File: src/rtl/dwc_pkg.sv
// shared widths, reset values and register indexes of the display window chunker
package dwc_pkg;

   localparam int COL_W       = 9;
   localparam int OUT_COL_W   = 10;
   localparam int ROW_W       = 9;
   localparam int ROWS_W      = 10;
   localparam int WIDTH_W     = 10;
   localparam int ROW_BYTES_W = 11;
   localparam int BYTES_W     = 17;
   localparam int OFFSET_W    = 20;
   localparam int COL_OFS_W   = 8;
   localparam int CSR_DATA_W  = 17;
   localparam int DIV_STEPS   = 17;
   localparam int DIV_CNT_W   = 5;
   localparam int PROD_W      = ROWS_W + ROW_BYTES_W;

   localparam logic [COL_OFS_W-1:0] COL_OFS_RESET   = 8'd20;
   localparam logic [BYTES_W-1:0]   MAX_BYTES_RESET = 17'd32768;

   typedef enum logic {
      CSR_COL_OFFSET = 1'b0,
      CSR_MAX_BYTES  = 1'b1
   } csr_idx_type;

endpackage

File: src/rtl/display_window_chunker_top.sv
// display window chunker: splits a screen window into row chunks for pixel transfers
//
// usage
//  - a window word (col_first, col_final, row_first, row_final) is taken at a
//    clock edge where start is high and busy is low
//  - after the divide, results come out one word per cycle on the rsp_
//    ports, marked by rsp_strobe for exactly one cycle; the receiver cannot
//    stall, every strobed word is taken
//  - an inverted window gives a single error word the cycle after start,
//    and the block is ready again right away
//  - otherwise the rows per chunk come from a bit-serial restoring divider
//    (max transfer bytes over row bytes), one quotient bit per cycle, then a
//    prep step forms the full chunk size
//  - first chunk word appears after the divide and prep steps, then one chunk
//    per cycle; a window gives at most MAX_CHUNKS chunk words
//  - busy stays high until the last chunk word, so no new window is taken before it
//  - csr_ port writes column offset (index 0) and max transfer bytes
//    (index 1) at any edge with csr_write_enable high; write only when idle
//  - synchronous reset returns to idle, drops the strobe and restores
//    column offset 20 and max transfer bytes 32768
module display_window_chunker_top
   import dwc_pkg::*;
#(
   parameter int MAX_CHUNKS = 64
) (
   input  logic                   clock,
   input  logic                   reset,
   input  logic                   start,
   output logic                   busy,
   input  logic [COL_W-1:0]       req_col_first,
   input  logic [COL_W-1:0]       req_col_final,
   input  logic [ROW_W-1:0]       req_row_first,
   input  logic [ROW_W-1:0]       req_row_final,
   output logic                   rsp_strobe,
   output logic [OUT_COL_W-1:0]   rsp_chunk_col_start,
   output logic [OUT_COL_W-1:0]   rsp_chunk_col_end,
   output logic [ROW_W-1:0]       rsp_chunk_row_start,
   output logic [ROW_W-1:0]       rsp_chunk_row_end,
   output logic [OFFSET_W-1:0]    rsp_byte_offset,
   output logic [BYTES_W-1:0]     rsp_byte_count,
   output logic                   rsp_last_chunk,
   output logic                   rsp_window_error,
   input  logic                   csr_write_enable,
   input  logic                   csr_index,
   input  logic [CSR_DATA_W-1:0]  csr_write_data
);

   localparam int CNT_W = $clog2(MAX_CHUNKS + 1);
   localparam logic [CNT_W-1:0] LAST_IDX = CNT_W'(MAX_CHUNKS - 1);

   typedef enum logic [1:0] {
      ST_IDLE,
      ST_DIV,
      ST_PREP,
      ST_EMIT
   } state_type;

   // control and configuration
   state_type                state_ff, state_in;
   logic [DIV_CNT_W-1:0]     div_cnt_ff, div_cnt_in;
   logic [CNT_W-1:0]         chunk_cnt_ff, chunk_cnt_in;
   logic [COL_OFS_W-1:0]     col_ofs_ff, col_ofs_in;
   logic [BYTES_W-1:0]       max_bytes_ff, max_bytes_in;

   // per-window working registers
   logic [OUT_COL_W-1:0]     col_start_ff, col_start_in;
   logic [OUT_COL_W-1:0]     col_end_ff, col_end_in;
   logic [ROW_BYTES_W-1:0]   row_bytes_ff, row_bytes_in;
   logic [ROWS_W-1:0]        remain_ff, remain_in;
   logic [ROW_W-1:0]         row_pos_ff, row_pos_in;
   logic [ROW_W-1:0]         row_last_ff, row_last_in;
   logic [BYTES_W-1:0]       quo_ff, quo_in;
   logic [ROW_BYTES_W-1:0]   rem_ff, rem_in;
   logic [BYTES_W-1:0]       lines_ff, lines_in;
   logic [BYTES_W-1:0]       full_bytes_ff, full_bytes_in;
   logic [OFFSET_W-1:0]      offset_ff, offset_in;

   // result registers
   logic                     strobe_ff, strobe_in;
   logic [OUT_COL_W-1:0]     o_col_start_ff, o_col_start_in;
   logic [OUT_COL_W-1:0]     o_col_end_ff, o_col_end_in;
   logic [ROW_W-1:0]         o_row_start_ff, o_row_start_in;
   logic [ROW_W-1:0]         o_row_end_ff, o_row_end_in;
   logic [OFFSET_W-1:0]      o_offset_ff, o_offset_in;
   logic [BYTES_W-1:0]       o_count_ff, o_count_in;
   logic                     o_last_ff, o_last_in;
   logic                     o_err_ff, o_err_in;

   // datapath helpers
   logic                     accept;
   logic                     inverted;
   logic [WIDTH_W-1:0]       width;
   logic [ROW_BYTES_W:0]     trial;
   logic [ROW_BYTES_W:0]     trial_diff;
   logic                     trial_ge;
   logic                     rem_le;
   logic                     rem_lt;
   logic                     emit_last;
   logic [PROD_W-1:0]        tail_bytes;

   assign busy     = (state_ff != ST_IDLE);
   assign accept   = start && !busy;
   assign inverted = (req_col_final < req_col_first) || (req_row_final < req_row_first);
   assign width    = WIDTH_W'({1'b0, req_col_final} - {1'b0, req_col_first} + 10'd1);

   // one restoring divide step: shift in next dividend bit, try subtract
   assign trial      = {rem_ff, quo_ff[BYTES_W-1]};
   assign trial_diff = trial - {1'b0, row_bytes_ff};
   assign trial_ge   = (trial >= {1'b0, row_bytes_ff});

   assign rem_le     = ({7'b0, remain_ff} <= lines_ff);
   assign rem_lt     = ({7'b0, remain_ff} < lines_ff);
   assign emit_last  = rem_le || (chunk_cnt_ff == LAST_IDX);
   assign tail_bytes = PROD_W'(remain_ff) * PROD_W'(row_bytes_ff);

   always_comb begin
      state_in       = state_ff;
      div_cnt_in     = div_cnt_ff;
      chunk_cnt_in   = chunk_cnt_ff;
      col_ofs_in     = col_ofs_ff;
      max_bytes_in   = max_bytes_ff;
      col_start_in   = col_start_ff;
      col_end_in     = col_end_ff;
      row_bytes_in   = row_bytes_ff;
      remain_in      = remain_ff;
      row_pos_in     = row_pos_ff;
      row_last_in    = row_last_ff;
      quo_in         = quo_ff;
      rem_in         = rem_ff;
      lines_in       = lines_ff;
      full_bytes_in  = full_bytes_ff;
      offset_in      = offset_ff;
      strobe_in      = 1'b0;
      o_col_start_in = o_col_start_ff;
      o_col_end_in   = o_col_end_ff;
      o_row_start_in = o_row_start_ff;
      o_row_end_in   = o_row_end_ff;
      o_offset_in    = o_offset_ff;
      o_count_in     = o_count_ff;
      o_last_in      = o_last_ff;
      o_err_in       = o_err_ff;

      if (csr_write_enable) begin
         case (csr_idx_type'(csr_index))
            CSR_COL_OFFSET: col_ofs_in   = csr_write_data[COL_OFS_W-1:0];
            CSR_MAX_BYTES:  max_bytes_in = csr_write_data[BYTES_W-1:0];
            default:        ;
         endcase
      end

      case (state_ff)
         ST_IDLE: begin
            if (accept) begin
               if (inverted) begin
                  // single error word, data fields cleared, last and error flags set
                  strobe_in      = 1'b1;
                  o_col_start_in = '0;
                  o_col_end_in   = '0;
                  o_row_start_in = '0;
                  o_row_end_in   = '0;
                  o_offset_in    = '0;
                  o_count_in     = '0;
                  o_last_in      = 1'b1;
                  o_err_in       = 1'b1;
               end else begin
                  col_start_in = {1'b0, req_col_first} + {2'b0, col_ofs_ff};
                  col_end_in   = {1'b0, req_col_final} + {2'b0, col_ofs_ff};
                  row_bytes_in = {width, 1'b0};
                  remain_in    = ROWS_W'({1'b0, req_row_final} - {1'b0, req_row_first} + 10'd1);
                  row_pos_in   = req_row_first;
                  row_last_in  = req_row_final;
                  quo_in       = max_bytes_ff;
                  rem_in       = '0;
                  div_cnt_in   = '0;
                  chunk_cnt_in = '0;
                  offset_in    = '0;
                  state_in     = ST_DIV;
               end
            end
         end
         ST_DIV: begin
            rem_in     = trial_ge ? trial_diff[ROW_BYTES_W-1:0] : trial[ROW_BYTES_W-1:0];
            quo_in     = {quo_ff[BYTES_W-2:0], trial_ge};
            div_cnt_in = div_cnt_ff + 5'd1;
            if (div_cnt_ff == DIV_CNT_W'(DIV_STEPS - 1)) begin
               state_in = ST_PREP;
            end
         end
         ST_PREP: begin
            // a transfer smaller than one row still moves one row per chunk
            if (quo_ff == '0) begin
               lines_in      = 17'd1;
               full_bytes_in = {6'b0, row_bytes_ff};
            end else begin
               lines_in      = quo_ff;
               full_bytes_in = max_bytes_ff - {6'b0, rem_ff};
            end
            state_in = ST_EMIT;
         end
         ST_EMIT: begin
            strobe_in      = 1'b1;
            o_col_start_in = col_start_ff;
            o_col_end_in   = col_end_ff;
            o_row_start_in = row_pos_ff;
            o_row_end_in   = rem_le ? row_last_ff
                                    : ROW_W'(row_pos_ff + lines_ff[ROW_W-1:0] - 9'd1);
            o_offset_in    = offset_ff;
            o_count_in     = rem_lt ? tail_bytes[BYTES_W-1:0] : full_bytes_ff;
            o_last_in      = emit_last;
            o_err_in       = 1'b0;
            row_pos_in     = ROW_W'(row_pos_ff + lines_ff[ROW_W-1:0]);
            offset_in      = OFFSET_W'(offset_ff + {3'b0, full_bytes_ff});
            chunk_cnt_in   = chunk_cnt_ff + CNT_W'(1);
            if (!rem_le) begin
               remain_in = remain_ff - lines_ff[ROWS_W-1:0];
            end
            if (emit_last) begin
               state_in = ST_IDLE;
            end
         end
         default: state_in = ST_IDLE;
      endcase
   end

   always_ff @(posedge clock) begin
      if (reset) begin
         state_ff     <= ST_IDLE;
         div_cnt_ff   <= '0;
         chunk_cnt_ff <= '0;
         col_ofs_ff   <= COL_OFS_RESET;
         max_bytes_ff <= MAX_BYTES_RESET;
         strobe_ff    <= 1'b0;
      end else begin
         state_ff     <= state_in;
         div_cnt_ff   <= div_cnt_in;
         chunk_cnt_ff <= chunk_cnt_in;
         col_ofs_ff   <= col_ofs_in;
         max_bytes_ff <= max_bytes_in;
         strobe_ff    <= strobe_in;
      end
      col_start_ff   <= col_start_in;
      col_end_ff     <= col_end_in;
      row_bytes_ff   <= row_bytes_in;
      remain_ff      <= remain_in;
      row_pos_ff     <= row_pos_in;
      row_last_ff    <= row_last_in;
      quo_ff         <= quo_in;
      rem_ff         <= rem_in;
      lines_ff       <= lines_in;
      full_bytes_ff  <= full_bytes_in;
      offset_ff      <= offset_in;
      o_col_start_ff <= o_col_start_in;
      o_col_end_ff   <= o_col_end_in;
      o_row_start_ff <= o_row_start_in;
      o_row_end_ff   <= o_row_end_in;
      o_offset_ff    <= o_offset_in;
      o_count_ff     <= o_count_in;
      o_last_ff      <= o_last_in;
      o_err_ff       <= o_err_in;
   end

   assign rsp_strobe          = strobe_ff;
   assign rsp_chunk_col_start = o_col_start_ff;
   assign rsp_chunk_col_end   = o_col_end_ff;
   assign rsp_chunk_row_start = o_row_start_ff;
   assign rsp_chunk_row_end   = o_row_end_ff;
   assign rsp_byte_offset     = o_offset_ff;
   assign rsp_byte_count      = o_count_ff;
   assign rsp_last_chunk      = o_last_ff;
   assign rsp_window_error    = o_err_ff;

   // error word always closes the window
   a_err_is_last: assert property (@(posedge clock) disable iff (reset)
      (rsp_strobe && rsp_window_error) |-> rsp_last_chunk)
      else $error("error word without last flag");

   // no result word leaves while the divider runs
   a_quiet_div: assert property (@(posedge clock) disable iff (reset)
      (state_ff == ST_DIV) |=> !rsp_strobe)
      else $error("result strobe during divide");

   // a valid window always starts the divider
   a_valid_starts: assert property (@(posedge clock) disable iff (reset)
      (accept && !inverted) |=> (state_ff == ST_DIV))
      else $error("valid window did not start divide");

   // chunking never runs with zero rows per chunk
   a_lines_nonzero: assert property (@(posedge clock) disable iff (reset)
      (state_ff == ST_EMIT) |-> (lines_ff != '0))
      else $error("zero rows per chunk");

   // busy drops only right after the last word of a window
   a_busy_ends_last: assert property (@(posedge clock) disable iff (reset)
      $fell(busy) |-> (rsp_strobe && rsp_last_chunk))
      else $error("busy dropped without last chunk");

endmodule
File: config.mk
export PLATFORM = sky130hd
export DESIGN_NAME = display_window_chunker_top
export DESIGN_NICKNAME = d
export VERILOG_FILES = /design/src/rtl/dwc_pkg.sv /design/src/rtl/display_window_chunker_top.sv
export SDC_FILE = /design/constraint.sdc
export NUM_CORES = 1
export LEC_CHECK = 0
export BUFFER_PORTS_ARGS = -buffer_cell sky130_fd_sc_hd__buf_2
export CORE_ASPECT_RATIO = 0.5
export CORE_UTILIZATION = 45
export DETAILED_ROUTE_END_ITERATION = 10
export HOLD_SLACK_MARGIN = 0.08
export PLACE_DENSITY = 0.68
export SKIP_CTS_REPAIR_TIMING = 1
export SYNTH_ARGS = -nofsm -noshare
export SYNTH_HDL_FRONTEND = slang
export SYNTH_SLANG_ARGS = --single-unit
File: constraint.sdc
create_clock -name clock -period 5.45 [get_ports clock]
set_clock_uncertainty 0.05 [all_clocks]
set_input_delay 0.545 -clock clock [delete_from_list [all_inputs] [get_ports clock]]
set_output_delay 0.545 -clock clock [all_outputs]
set_load 0.01 [all_outputs]
# After elaboration in Yosys (flattened, before gate mapping)
# Cells that the tools add are included.
dict set report word_totals {
  reg_bits 257
  input_bits 58
  out_inout_bits 79
  elab_cells 129
}
dict set report classes {
  add_sub_neg 14
  multipliers 1
  n_lt_le_gt_ge 5
  n_eq_ne 11
  n_mux 52
  bitwise_logic 2
  n_reduce_logical 17
}
# op n
set op_table {}
lappend op_table {{17-bit two-way mux} 5}
lappend op_table {{20-bit two-way mux} 4}
lappend op_table {{20-bit case mux with 2 select lines} 2}
lappend op_table {{17-bit case mux with 2 select lines} 2}
lappend op_table {{10-bit case mux with 2 select lines} 3}
lappend op_table {{9-bit case mux with 2 select lines} 3}
lappend op_table {{10-bit two-way mux} 5}
lappend op_table {{9-bit two-way mux} 5}
lappend op_table {{11-bit two-way mux} 4}
lappend op_table {{11-bit case mux with 2 select lines} 1}
lappend op_table {{10-bit by 1-bit adder with 10-bit output (second input constant)} 2}
lappend op_table {{20-bit by 17-bit adder with 20-bit output} 1}
lappend op_table {{9-bit by 8-bit adder with 10-bit output} 2}
lappend op_table {{9-bit by 9-bit subtractor with 10-bit output} 2}
lappend op_table {{9-bit < comparator} 2}
lappend op_table {{10-bit by 17-bit <= comparator with 1-bit output} 1}
lappend op_table {{17-bit zero test} 1}
lappend op_table {{10-bit by 17-bit < comparator with 1-bit output} 1}
lappend op_table {{17-bit by 11-bit subtractor with 17-bit output} 1}
lappend op_table {{10-bit by 10-bit multiplier with 16-bit output} 1}
lappend op_table {{7-bit two-way mux} 2}
lappend op_table {{7-bit case mux with 2 select lines} 1}
lappend op_table {{12-bit by 11-bit >= comparator with 1-bit output} 1}
lappend op_table {{2-bit inequality test (second input constant)} 6}
lappend op_table {{25 further kinds} 44}

# Logic depth before layout (Yosys ltp)
# Gate-level depths: netlist (run 1).
dict set report depth {
  word_depth 5
  ltp_mapped 20
  ltp_nobuf 19
}

# Least setup slack after synthesis (run 1)
# No wires, ideal clock.
dict set report synth_path {
  path_kind {register -> register}
  startpoint {register row_bytes_ff[4]}
  endpoint {register o_count_ff[15] (netlist: rsp_byte_count[15]), data pin}
  arrival_time_ps 4964
  required_time_ps 5205
  path_slack_ps 241
  path_stages_with_launch 20
  period_less_slack_ps 5209
  cell_sequence {edfxtp_1 > clkbuf_1 > nand2_1 > fa_1 > inv_1 > fa_1 > inv_1 > fa_1 > inv_1 > fa_1 > inv_1 > fa_1 > inv_1 > ha_1 > o21a_1 > o21a_1 > nand4_1 > a21boi_0 > or4b_2 > o311ai_0}
}
dict set report synth_via {
  elab_chain_len 3
}
# item line
set synth_rtl {}
lappend synth_rtl {{from (decl)} display_window_chunker_top.sv:68} ;# logic [ROW_BYTES_W-1:0] row_bytes_ff, row_bytes_in;
lappend synth_rtl {{from (signal assigned)} display_window_chunker_top.sv:243} ;# row_bytes_ff <= row_bytes_in;
lappend synth_rtl {{10-bit by 10-bit multiplier with 16-bit output} display_window_chunker_top.sv:114} ;# assign tail_bytes = PROD_W'(remain_ff) * PROD_W'(row_bytes_ff);
lappend synth_rtl {{17-bit two-way mux} display_window_chunker_top.sv:208} ;# o_count_in = rem_lt ? tail_bytes[BYTES_W-1:0] : full_bytes_ff;
lappend synth_rtl {{17-bit case mux with 2 select lines} display_window_chunker_top.sv:151} ;# case (state_ff)
lappend synth_rtl {{to (signal assigned)} display_window_chunker_top.sv:257} ;# o_count_ff <= o_count_in;
lappend synth_rtl {{to (decl)} display_window_chunker_top.sv:85} ;# logic [BYTES_W-1:0] o_count_ff, o_count_in;
# Every way passes these cells.
# A chain may end at the register's enable or synchronous reset.

# Final worst setup path (run 1)
dict set report layout_path {
  startpoint {register remain_ff[3]}
  endpoint {register o_count_ff[15] (netlist: rsp_byte_count[15]), data pin}
}
dict set report layout_via {
  elab_chain_len 3
  elab_cells_between_ends 4
}
# item line
set layout_rtl {}
lappend layout_rtl {{from (decl)} display_window_chunker_top.sv:69} ;# logic [ROWS_W-1:0] remain_ff, remain_in;
lappend layout_rtl {{from (signal assigned)} display_window_chunker_top.sv:244} ;# remain_ff <= remain_in;
lappend layout_rtl {{10-bit by 10-bit multiplier with 16-bit output / 10-bit by 17-bit < comparator with 1-bit output (equally long branches)} {display_window_chunker_top.sv:114, display_window_chunker_top.sv:112}}
lappend layout_rtl {{17-bit two-way mux *} display_window_chunker_top.sv:208}
lappend layout_rtl {{17-bit case mux with 2 select lines *} display_window_chunker_top.sv:151}
# Every way passes the cells marked *; elsewhere a longest branch is shown, timed or not.

==> metrics, run 1 <==
DRC viols 0; Hold Path Class input pin to register; Final Hold Fails 0; min Tclk post-route 5.20 ns; critical path capture point type register; CP Max Fanout 4; I/O pins 137; Relative slew margins 16.8%; Most used DFF post-synth edfxtp_1; syn_nets 1932; Arrival @ worst endpoint 5.51 ns; leakage 0.00827 uW; maximum clock frequency 192 MHz; Rows 50; Post-DRT Antenna Nets 0; clock root cell clkbuf_16; grt total ovfl 0; Async SR Flop Fraction 0%; WL final 41.2 mm; Vias/cell 5.26; vias in the first global route 11700; number of synthesized register bits 257; largest net degree at the start of global routing 68; CTS tree done; Max Cap Viol 0; CTS Buf Count 26; wire per inst 17.9 um; internal power 4900 uW; Starting DRT DRC Count 783; Clk pin slew, worst setup/hold paths 0.07 ns; Setup Viol. Count Final 0; commonest non-fill, non-tap cell in the layout edfxtp_1; clk buf depth 3; most frequent cells in the layout edfxtp_1 (217), nand2_1 (168), inv_1 (166); Die H 140 um; htree depth 1; GRT Overall Usage 21.3%; combinational power share 42.6%; gpl congestion 0.906; critical path startpoint category register; Power per Cell Area 399 mW/mm2; Syn Area/Cell 10.4 um2; Final Core Density 51.7%; IO Port Bufs 136; dpl hpwl 32.1 mm; clock sink count 257; P_sw 2820 uW; placed cell count 2242; vias 12100; final worst-path cycle share 95.4%; Initial Utilization 45.6%; initial antenna violation count 3; area grow syn2layout 13.3%; Worst EP required 5.77 ns; Final Slew Violations 0; status finished clean; nets@finish 2070; die area 0.0388 mm2; post-synthesis cell area 0.0171 mm2; post-synth cell types 70; non-filler cells, final 2298; n_diodes 0; Seq pwr share 34.1%; Sw Share 36.5%; maximum vdd drop 263 uV; TritonRoute pass-1 iters 5; post-synthesis sequential area ratio 42.8%; first-pass GRT wire length 64.6 mm; Clock Power Share 23.3%; clk_lat worst skew 0.57 ns; chip width 278 um; synthesized netlist cell count 1646; share of cells above drive strength 1 14.1%; Worst-Margin Slew 1.25 ns; Ys Warns 0; Setup CP Type register to register; EDFF count, synth 217; Core ar. 0.0374 mm2
per-layer routing:
layer / global-route usage (%) / wire length [um]
met4: 3.33 / 598
met2: 32.4 / 17600
met1: 32.7 / 20600
met5: 0 / 0
met3: 2.89 / 2350
per-stage QoR:
step                      setup TNS [ns]  total power, uW  instance area (um2)  hold slack (ns)  setup WS, ns
after global routing             -0.0125             8270                19300            0.107       -0.0125
final                                  0             7720                19300            0.126         0.252
after global placement                 0             5750                18400            0.423         0.216
after floorplan                        0             4970                17100            0.400         0.241
after CTS                              0             7630                19200            0.103         0.100
after detailed placement               0             5810                18400            0.426         0.141
power by group through the flow:
stage	registers, uW	clock network [uW]	logic, uW
6_report	2630	1800	3290
5_1_grt	2660	1900	3710
4_1_cts	2640	1840	3160
3_5_place_dp	2680	0	3130
3_3_place_gp	2670	0	3080
2_1_floorplan	2700	0	2270
cells by family after synthesis:
logic type	synth area share, %
DFF	42.8
adders and majority gates	19.9
xor gates and xnor gates	4.72
AOI/OAI and AO/OA	10.4
buffers and inverters	5.25
and+or+nand+nor	14.4
muxes	2.48
final cells by class:
| cell class | count | area (um2) |
|---|---|---|
| timing repair buffer | 174 | 978 |
| clock buffer | 39 | 772 |
| tap | 494 | 618 |
| fill | 3381 | 18100 |
| clock inverter | 9 | 77.6 |
| sequential | 257 | 7320 |
| multi-input combinational | 1155 | 8940 |
| inverter | 170 | 638 |
cell usage after synthesis, drive strengths merged, types with 5 or more instances:
library cell	instances	area, um2
a31oi	9	56.3
a21oi	105	526
o21bai	11	82.6
nor3	26	130
nand2b	16	100
a211oi	8	65.1
a21boi	6	45.1
xor2	31	272
or3	9	56.3
a22o	8	70.1
mux2i	22	220
o211ai	5	37.5
nor2	118	450
clkbuf	57	214
nand3	28	145
mux2	18	203
xnor2	61	534
nand4	7	43.8
o21ai	67	335
edfxtp	217	6520
o31ai	6	45.0
and2	88	551
nor4	7	50.1
dfxtp	40	801
o2111ai	5	43.8
ha	156	1950
o21a	16	120
nand2	169	634
a21o	17	128
inv	167	627
fa	72	1440
buf	7	45.0
nor2b	17	106
registers in the layout, indices dropped and copies added (netlist names), 11 cells and up:
name	count
offset_ff	20
rsp_byte_offset	20
full_bytes_ff	17
lines_ff	17
max_bytes_ff	17
quo_ff	17
rsp_byte_count	17
rem_ff	11
critical path, cell delays in order (launching register included):
cell and delay (ns):
edfxtp_1 0.45, buf_4 0.17, and2_1 0.16, fa_1 0.47
ha_1 0.29, inv_1 0.05, fa_1 0.53, inv_1 0.05
fa_1 0.53, inv_1 0.05, fa_1 0.52, inv_1 0.06
ha_4 0.26, o21a_1 0.13, o21a_1 0.19, nand4_1 0.15
a21boi_2 0.17, or4b_2 0.59, o311ai_1 0.10
final timing paths:
check	startpoint	to	slack, ns	cells past startpoint
max	remain_ff[3]$_DFFE_PP_	rsp_byte_count[15]$_SDFFCE_PN0P_	0.25	18
min	req_row_final[7]	row_last_ff[7]$_DFFE_PP_	0.13	1
max reg2reg	remain_ff[3]$_DFFE_PP_	rsp_byte_count[15]$_SDFFCE_PN0P_	0.25	18
min reg2reg	max_bytes_ff[7]$_SDFFE_PP0P_	max_bytes_ff[7]$_SDFFE_PP0P_	0.44	2
(Power assumes the default switching activity.)
==> run 2: changes to the inputs <==
- BUFFER_PORTS_ARGS: -buffer_cell sky130_fd_sc_hd__buf_2 -> -buffer_cell sky130_fd_sc_hd__buf_4
- CORE_ASPECT_RATIO: 0.5 -> 0.75
- CORE_UTILIZATION: 45 -> 55
- PLACE_DENSITY: 0.68 -> 0.8
==> run 2 against run 1 <==
  * Sequential cell count is the same
  * Core utilization up 13 points
  * Via count is 2.4% higher
  * Sequential share of layout area fell by 0.50 points
  * Total power is 4.2% higher
  * Cell count down 4.4%
  * Maximum frequency is 2.0% lower
  * Non-clock buffer count down 7
  * Highest routed layer unchanged
==> metrics, run 2 (synthesis gave the netlist of run 1 again) <==
status finished clean (unchanged); leakage 0.00840 uW (was 0.00827 uW); critical path capture point type register (unchanged); Starting DRT DRC Count 1092 (was 783); htree depth 1 (unchanged); r2r endpoint rsp_byte_count[15]$_SDFFCE_PN0P_ (unchanged); Initial Utilization 56.3% (was 45.6%); Layout fillers 2355 (was 3381); Relative slew margins 15.6% (was 16.8%); nets@finish 2063 (was 2070); clock root cell clkbuf_16 (unchanged); clk buf depth 3 (unchanged); maximum vdd drop 349 uV (was 263 uV); CP Max Fanout 5 (was 4); Setup CP Type register to register (unchanged); grt total ovfl 0 (unchanged); I/O pins 137 (unchanged); share of cells above drive strength 1 13.9% (was 14.1%); n_diodes 0 (unchanged); Worst EP required 5.72 ns (was 5.77 ns); Setup Viol. Count Final 0 (unchanged); min Tclk post-route 5.30 ns (was 5.20 ns); vias in the first global route 12200 (was 11700); first-pass GRT wire length 65.2 mm (was 64.6 mm); CTS tree done (unchanged); Rows 55 (was 50); placed cell count 2141 (was 2242); Vias/cell 5.63 (was 5.26); IO Port Bufs 136 (unchanged); Die H 155 um (was 140 um); vias 12400 (was 12100); Clk pin slew, worst setup/hold paths 0.07 ns (about the same); r2r startpoint remain_ff[1]$_DFFE_PP_ (was remain_ff[3]$_DFFE_PP_); Post-DRT Antenna Nets 0 (unchanged); clock sink count 257 (unchanged); chip width 205 um (was 278 um); Power per Cell Area 410 mW/mm2 (was 399 mW/mm2); CTS Buf Count 26 (unchanged); Hold Path End row_last_ff[5]$_DFFE_PP_ (was row_last_ff[7]$_DFFE_PP_); maximum clock frequency 189 MHz (was 192 MHz); Arrival @ worst endpoint 5.57 ns (was 5.51 ns); min-delay src req_row_final[5] (was req_row_final[7]); clk_lat worst skew 0.56 ns (was 0.57 ns); Final Slew Violations 0 (unchanged); gpl congestion 0.965 (was 0.906); critical path startpoint category register (unchanged); TritonRoute pass-1 iters 5 (unchanged); die area 0.0318 mm2 (was 0.0388 mm2); Worst-Margin Slew 1.27 ns (was 1.25 ns); Max Cap Viol 0 (unchanged); R2R setup slack 0.15 ns (was 0.25 ns); wire per inst 18.9 um (was 17.9 um); WL final 41.6 mm (was 41.2 mm); area grow syn2layout 14.8% (was 13.3%); final worst slack 0.147 ns (was 0.252 ns); dpl hpwl 31.9 mm (was 32.1 mm); commonest non-fill, non-tap cell in the layout edfxtp_1 (unchanged); DRC viols 0 (unchanged); reg2reg path depth 18 (unchanged); final worst-path cycle share 97.3% (was 95.4%); dpl ws 0.103 ns (was 0.141 ns); initial antenna violation count 0 (was 3); Hold Path Class input pin to register (unchanged); most frequent cells in the layout edfxtp_1 (217), nand2_1 (168), inv_1 (166), buf_4 (166), ha_1 (155) (was edfxtp_1 (217), nand2_1 (168), inv_1 (166)); largest net degree at the start of global routing 74 (was 68); GRT Overall Usage 26.4% (was 21.3%); non-filler cells, final 2196 (was 2298); Final Hold Fails 0 (unchanged); Final Hold Slack 0.130 ns (was 0.126 ns); hold depth 1 (unchanged); Core ar. 0.0303 mm2 (was 0.0374 mm2)
-- run 2: cell count changes in the layout (fill, tap and decap cells not counted), sizes merged --
| cell | delta |
|---|---|
| clkbuf | -7 |
| bufinv | +7 |
| buf | -7 |
-- run 2: through the flow --
step                total power (uW)  area (um2)  utilization, %  TNS [ns]
floorplan                       4970       17100               -         0
global placement                5830       18600            61.2         0
detailed placement              5960       18600            61.2         0
CTS                             8000       19600            64.4         0
global route                    8530       19600            64.6   -0.0149
finish                          8040       19600            64.6         0
-- run 2: layer usage --
| metal | wire, um | GRT usage (%) | vias to the layer above | share of wire [%] |
|---|---|---|---|---|
| li1 | - | - | 5923 | - |
| met1 | 19100 | 38.6 | 5941 | 46 |
| met2 | 18700 | 41.7 | 455 | 45 |
| met3 | 3120 | 4.19 | 45 | 7.5 |
| met4 | 666 | 5.15 | 0 | 1.6 |
| met5 | 0 | 0 | - | 0 |
-- run 2: worst max-delay path, cell delays in order, from the launching register on --
cell	delay (ns)
edfxtp_1	0.47
clkinv_1	0.09
nor2_1	0.07
fa_1	0.45
fa_1	0.55
inv_1	0.05
fa_1	0.47
inv_1	0.05
fa_1	0.53
inv_1	0.05
fa_1	0.52
inv_1	0.04
ha_1	0.30
o21a_1	0.15
o21a_1	0.14
nand4_1	0.12
a21boi_1	0.20
or4b_2	0.61
o311ai_0	0.13
-- run 2: how the worst max path moves through the flow --
stage | startpoint | endpoint | slack [ns] | cells after the start
floorplan | row_bytes_ff[4]$_DFFE_PP_ | rsp_byte_count[15]$_SDFFCE_PN0P_ | 0.24 | 19
global placement | remain_ff[3]$_DFFE_PP_ | rsp_byte_count[15]$_SDFFCE_PN0P_ | 0.26 | 17
detailed placement | row_bytes_ff[10]$_DFFE_PP_ | rsp_byte_count[15]$_SDFFCE_PN0P_ | 0.10 | 15
CTS | row_bytes_ff[10]$_DFFE_PP_ | rsp_byte_count[15]$_SDFFCE_PN0P_ | 0.02 | 15
global route | remain_ff[2]$_DFFE_PP_ | rsp_byte_count[15]$_SDFFCE_PN0P_ | -0.01 | 17
finish | remain_ff[1]$_DFFE_PP_ | rsp_byte_count[15]$_SDFFCE_PN0P_ | 0.15 | 18
-- run 2: layout make-up --
type	instances	area, um2	share of cell area (%)
Clock inverter	16	272	1.39
Timing Repair Buffer	167	1270	6.46
Tap cell	399	499	2.55
Clock buffer	32	703	3.59
Inverter	170	638	3.26
Multi-Input combinational cell	1155	8910	45.4
Sequential cell	257	7320	37.3
-- run 2: power breakdown --
part           switching [uW]  internal (uW)  total (uW)
Combinational            1910           1460        3370
Clock                     778           1250        2030
Sequential                153           2490        2640
==> run 3: changes to the inputs <==
- MAX_ROUTING_LAYER: default -> met4
==> run 3 against run 2 <==
  * Die area unchanged
  * Non-clock buffer count down 1
  * Sequential cell count unchanged
  * Sequential power about the same
  * Critical path type unchanged
==> metrics, run 3 (synthesis gave the netlist of run 1 again) <==
status finished clean (unchanged); vias 12200 (was 12400); most frequent cells in the layout edfxtp_1 (217), nand2_1 (168), inv_1 (165), buf_4 (165), ha_1 (155) (was edfxtp_1 (217), nand2_1 (168), inv_1 (166), buf_4 (166), ha_1 (155)); highest routed layer met4 (unchanged); critical path startpoint category register (unchanged); first-pass GRT wire length 66.2 mm (was 65.2 mm); WL final 41.3 mm (was 41.6 mm); vias in the first global route 12300 (was 12200); Setup CP Type register to register (unchanged); htree depth 1 (unchanged); WP buf/inv 4 (was 5); area grow syn2layout 14.0% (was 14.8%); maximum vdd drop 369 uV (was 349 uV); Tot Pwr 7750 uW (was 8040 uW); Initial Utilization 56.3% (unchanged); CP Cell Sequence and2_1 -> fa_1 -> fa_1 -> inv_1 -> fa_1 -> inv_1 -> fa_1 -> inv_1 -> fa_1 -> inv_1 -> ha_1 -> o21a_1 -> o21a_1 -> nand4_1 -> a21boi_1 -> or4b_2 -> o311ai_0 (was clkinv_1 -> nor2_1 -> fa_1 -> fa_1 -> inv_1 -> fa_1 -> inv_1 -> fa_1 -> inv_1 -> fa_1 -> inv_1 -> ha_1 -> o21a_1 -> o21a_1 -> nand4_1 -> a21boi_1 -> or4b_2 -> o311ai_0); wire per inst 18.8 um (was 18.9 um); nets@finish 2063 (unchanged); Setup Viol. Count Final 0 (unchanged); clk_lat worst skew 0.57 ns (was 0.56 ns); CTS tree done (unchanged); Hold Path Class input pin to register (unchanged); Final Slew Violations 0 (unchanged); TritonRoute pass-1 iters 5 (unchanged); non-filler cells, final 2195 (was 2196); Final Hold Fails 0 (unchanged); leakage 0.00833 uW (was 0.00840 uW); max incr delay on CP 0.59 ns (was 0.61 ns); wl on met1 19.6 mm (was 19.1 mm); clock root cell clkbuf_16 (unchanged); Max Cap Viol 0 (unchanged); CP top delay family adder cells (unchanged); Clk pin slew, worst setup/hold paths 0.07 ns (about the same); Starting DRT DRC Count 1019 (was 1092); dpl ws 0.136 ns (was 0.103 ns); min Tclk post-route 5.21 ns (was 5.30 ns); DRC viols 0 (unchanged); clock sink count 257 (unchanged); die area 0.0318 mm2 (unchanged); grt total ovfl 0 (unchanged); share of cells above drive strength 1 13.8% (was 13.9%); routed wl met3 2.81 mm (was 3.12 mm); Vias/cell 5.58 (was 5.63); critical path capture point type register (unchanged); Core ar. 0.0303 mm2 (unchanged); Power per Cell Area 398 mW/mm2 (was 410 mW/mm2); GRT Overall Usage 27.5% (was 26.4%); Most Frequent Cell on Critical Path fa_1 (unchanged); CP Max Fanout 4 (was 5); clk buf depth 3 (unchanged); final instance area 0.0195 mm2 (was 0.0196 mm2); met2 WL 18.2 mm (was 18.7 mm); n_diodes 0 (unchanged); final worst-path cycle share 95.5% (was 97.3%); placed cell count 2138 (was 2141); Arrival @ worst endpoint 5.49 ns (was 5.57 ns); Rows 55 (unchanged); largest net degree at the start of global routing 66 (was 74); hold depth 1 (unchanged); RSZ-0062 raised after global routing yes; IO Port Bufs 136 (unchanged); Post-DRT Antenna Nets 0 (unchanged); initial antenna violation count 0 (unchanged); Worst-Margin Slew 1.19 ns (was 1.27 ns); gpl congestion 0.960 (was 0.965); Multi-input gate area 0.00891 mm2 (about the same); Final Hold Slack 0.127 ns (was 0.130 ns); dpl hpwl 32.0 mm (was 31.9 mm); CP Depth 17 (was 18); chip width 205 um (unchanged); Relative slew margins 20.4% (was 15.6%); CTS Buf Count 27 (was 26); Layout fillers 2388 (was 2355); Die H 155 um (unchanged); commonest non-fill, non-tap cell in the layout edfxtp_1 (unchanged); final worst slack 0.244 ns (was 0.147 ns); I/O pins 137 (unchanged); Reg area 0.00732 mm2 (unchanged); placed inst area 0.0186 mm2 (about the same); Worst EP required 5.74 ns (was 5.72 ns); maximum clock frequency 192 MHz (was 189 MHz); reg2reg path depth 17 (was 18); CP max-delay cell or4b_2 (unchanged)
[run 3: path summary, 6_finish.rpt]
check,from,end,slack [ns]
setup / recovery,remain_ff[2]$_DFFE_PP_,rsp_byte_count[15]$_SDFFCE_PN0P_,0.24
hold / removal,req_row_final[3],row_last_ff[3]$_DFFE_PP_,0.13
setup reg to reg,remain_ff[2]$_DFFE_PP_,rsp_byte_count[15]$_SDFFCE_PN0P_,0.24
hold reg to reg,quo_ff[13]$_DFFE_PP_,lines_ff[13]$_SDFFCE_PP0P_,0.44
[run 3: metrics by stage]
stage                     TNS, ns  utilization, %
after floorplan                 0               -
after global placement          0            61.1
after detailed placement        0            61.1
after CTS                       0            63.9
after global routing      -0.0160            64.2
final                           0            64.2
[run 3: cell type report]
class | count | area share [%]
Clock buffer | 36 | 3.85
Clock inverter | 12 | 0.508
Inverter | 170 | 3.28
Multi-Input combinational cell | 1155 | 45.8
Sequential cell | 257 | 37.6
Tap cell | 399 | 2.56
Timing Repair Buffer | 166 | 6.46
[run 3: power by group]
part	internal [uW]	switching, uW	total [uW]
clock	1010	794	1810
combinational	1420	1880	3300
sequential	2490	155	2640
[run 3: per-layer routing]
metal	up-vias	track usage (%)
li1	5929	-
met1	5814	40.3
met2	441	41.1
met3	57	3.71
met4	0	5.19
met5	-	-
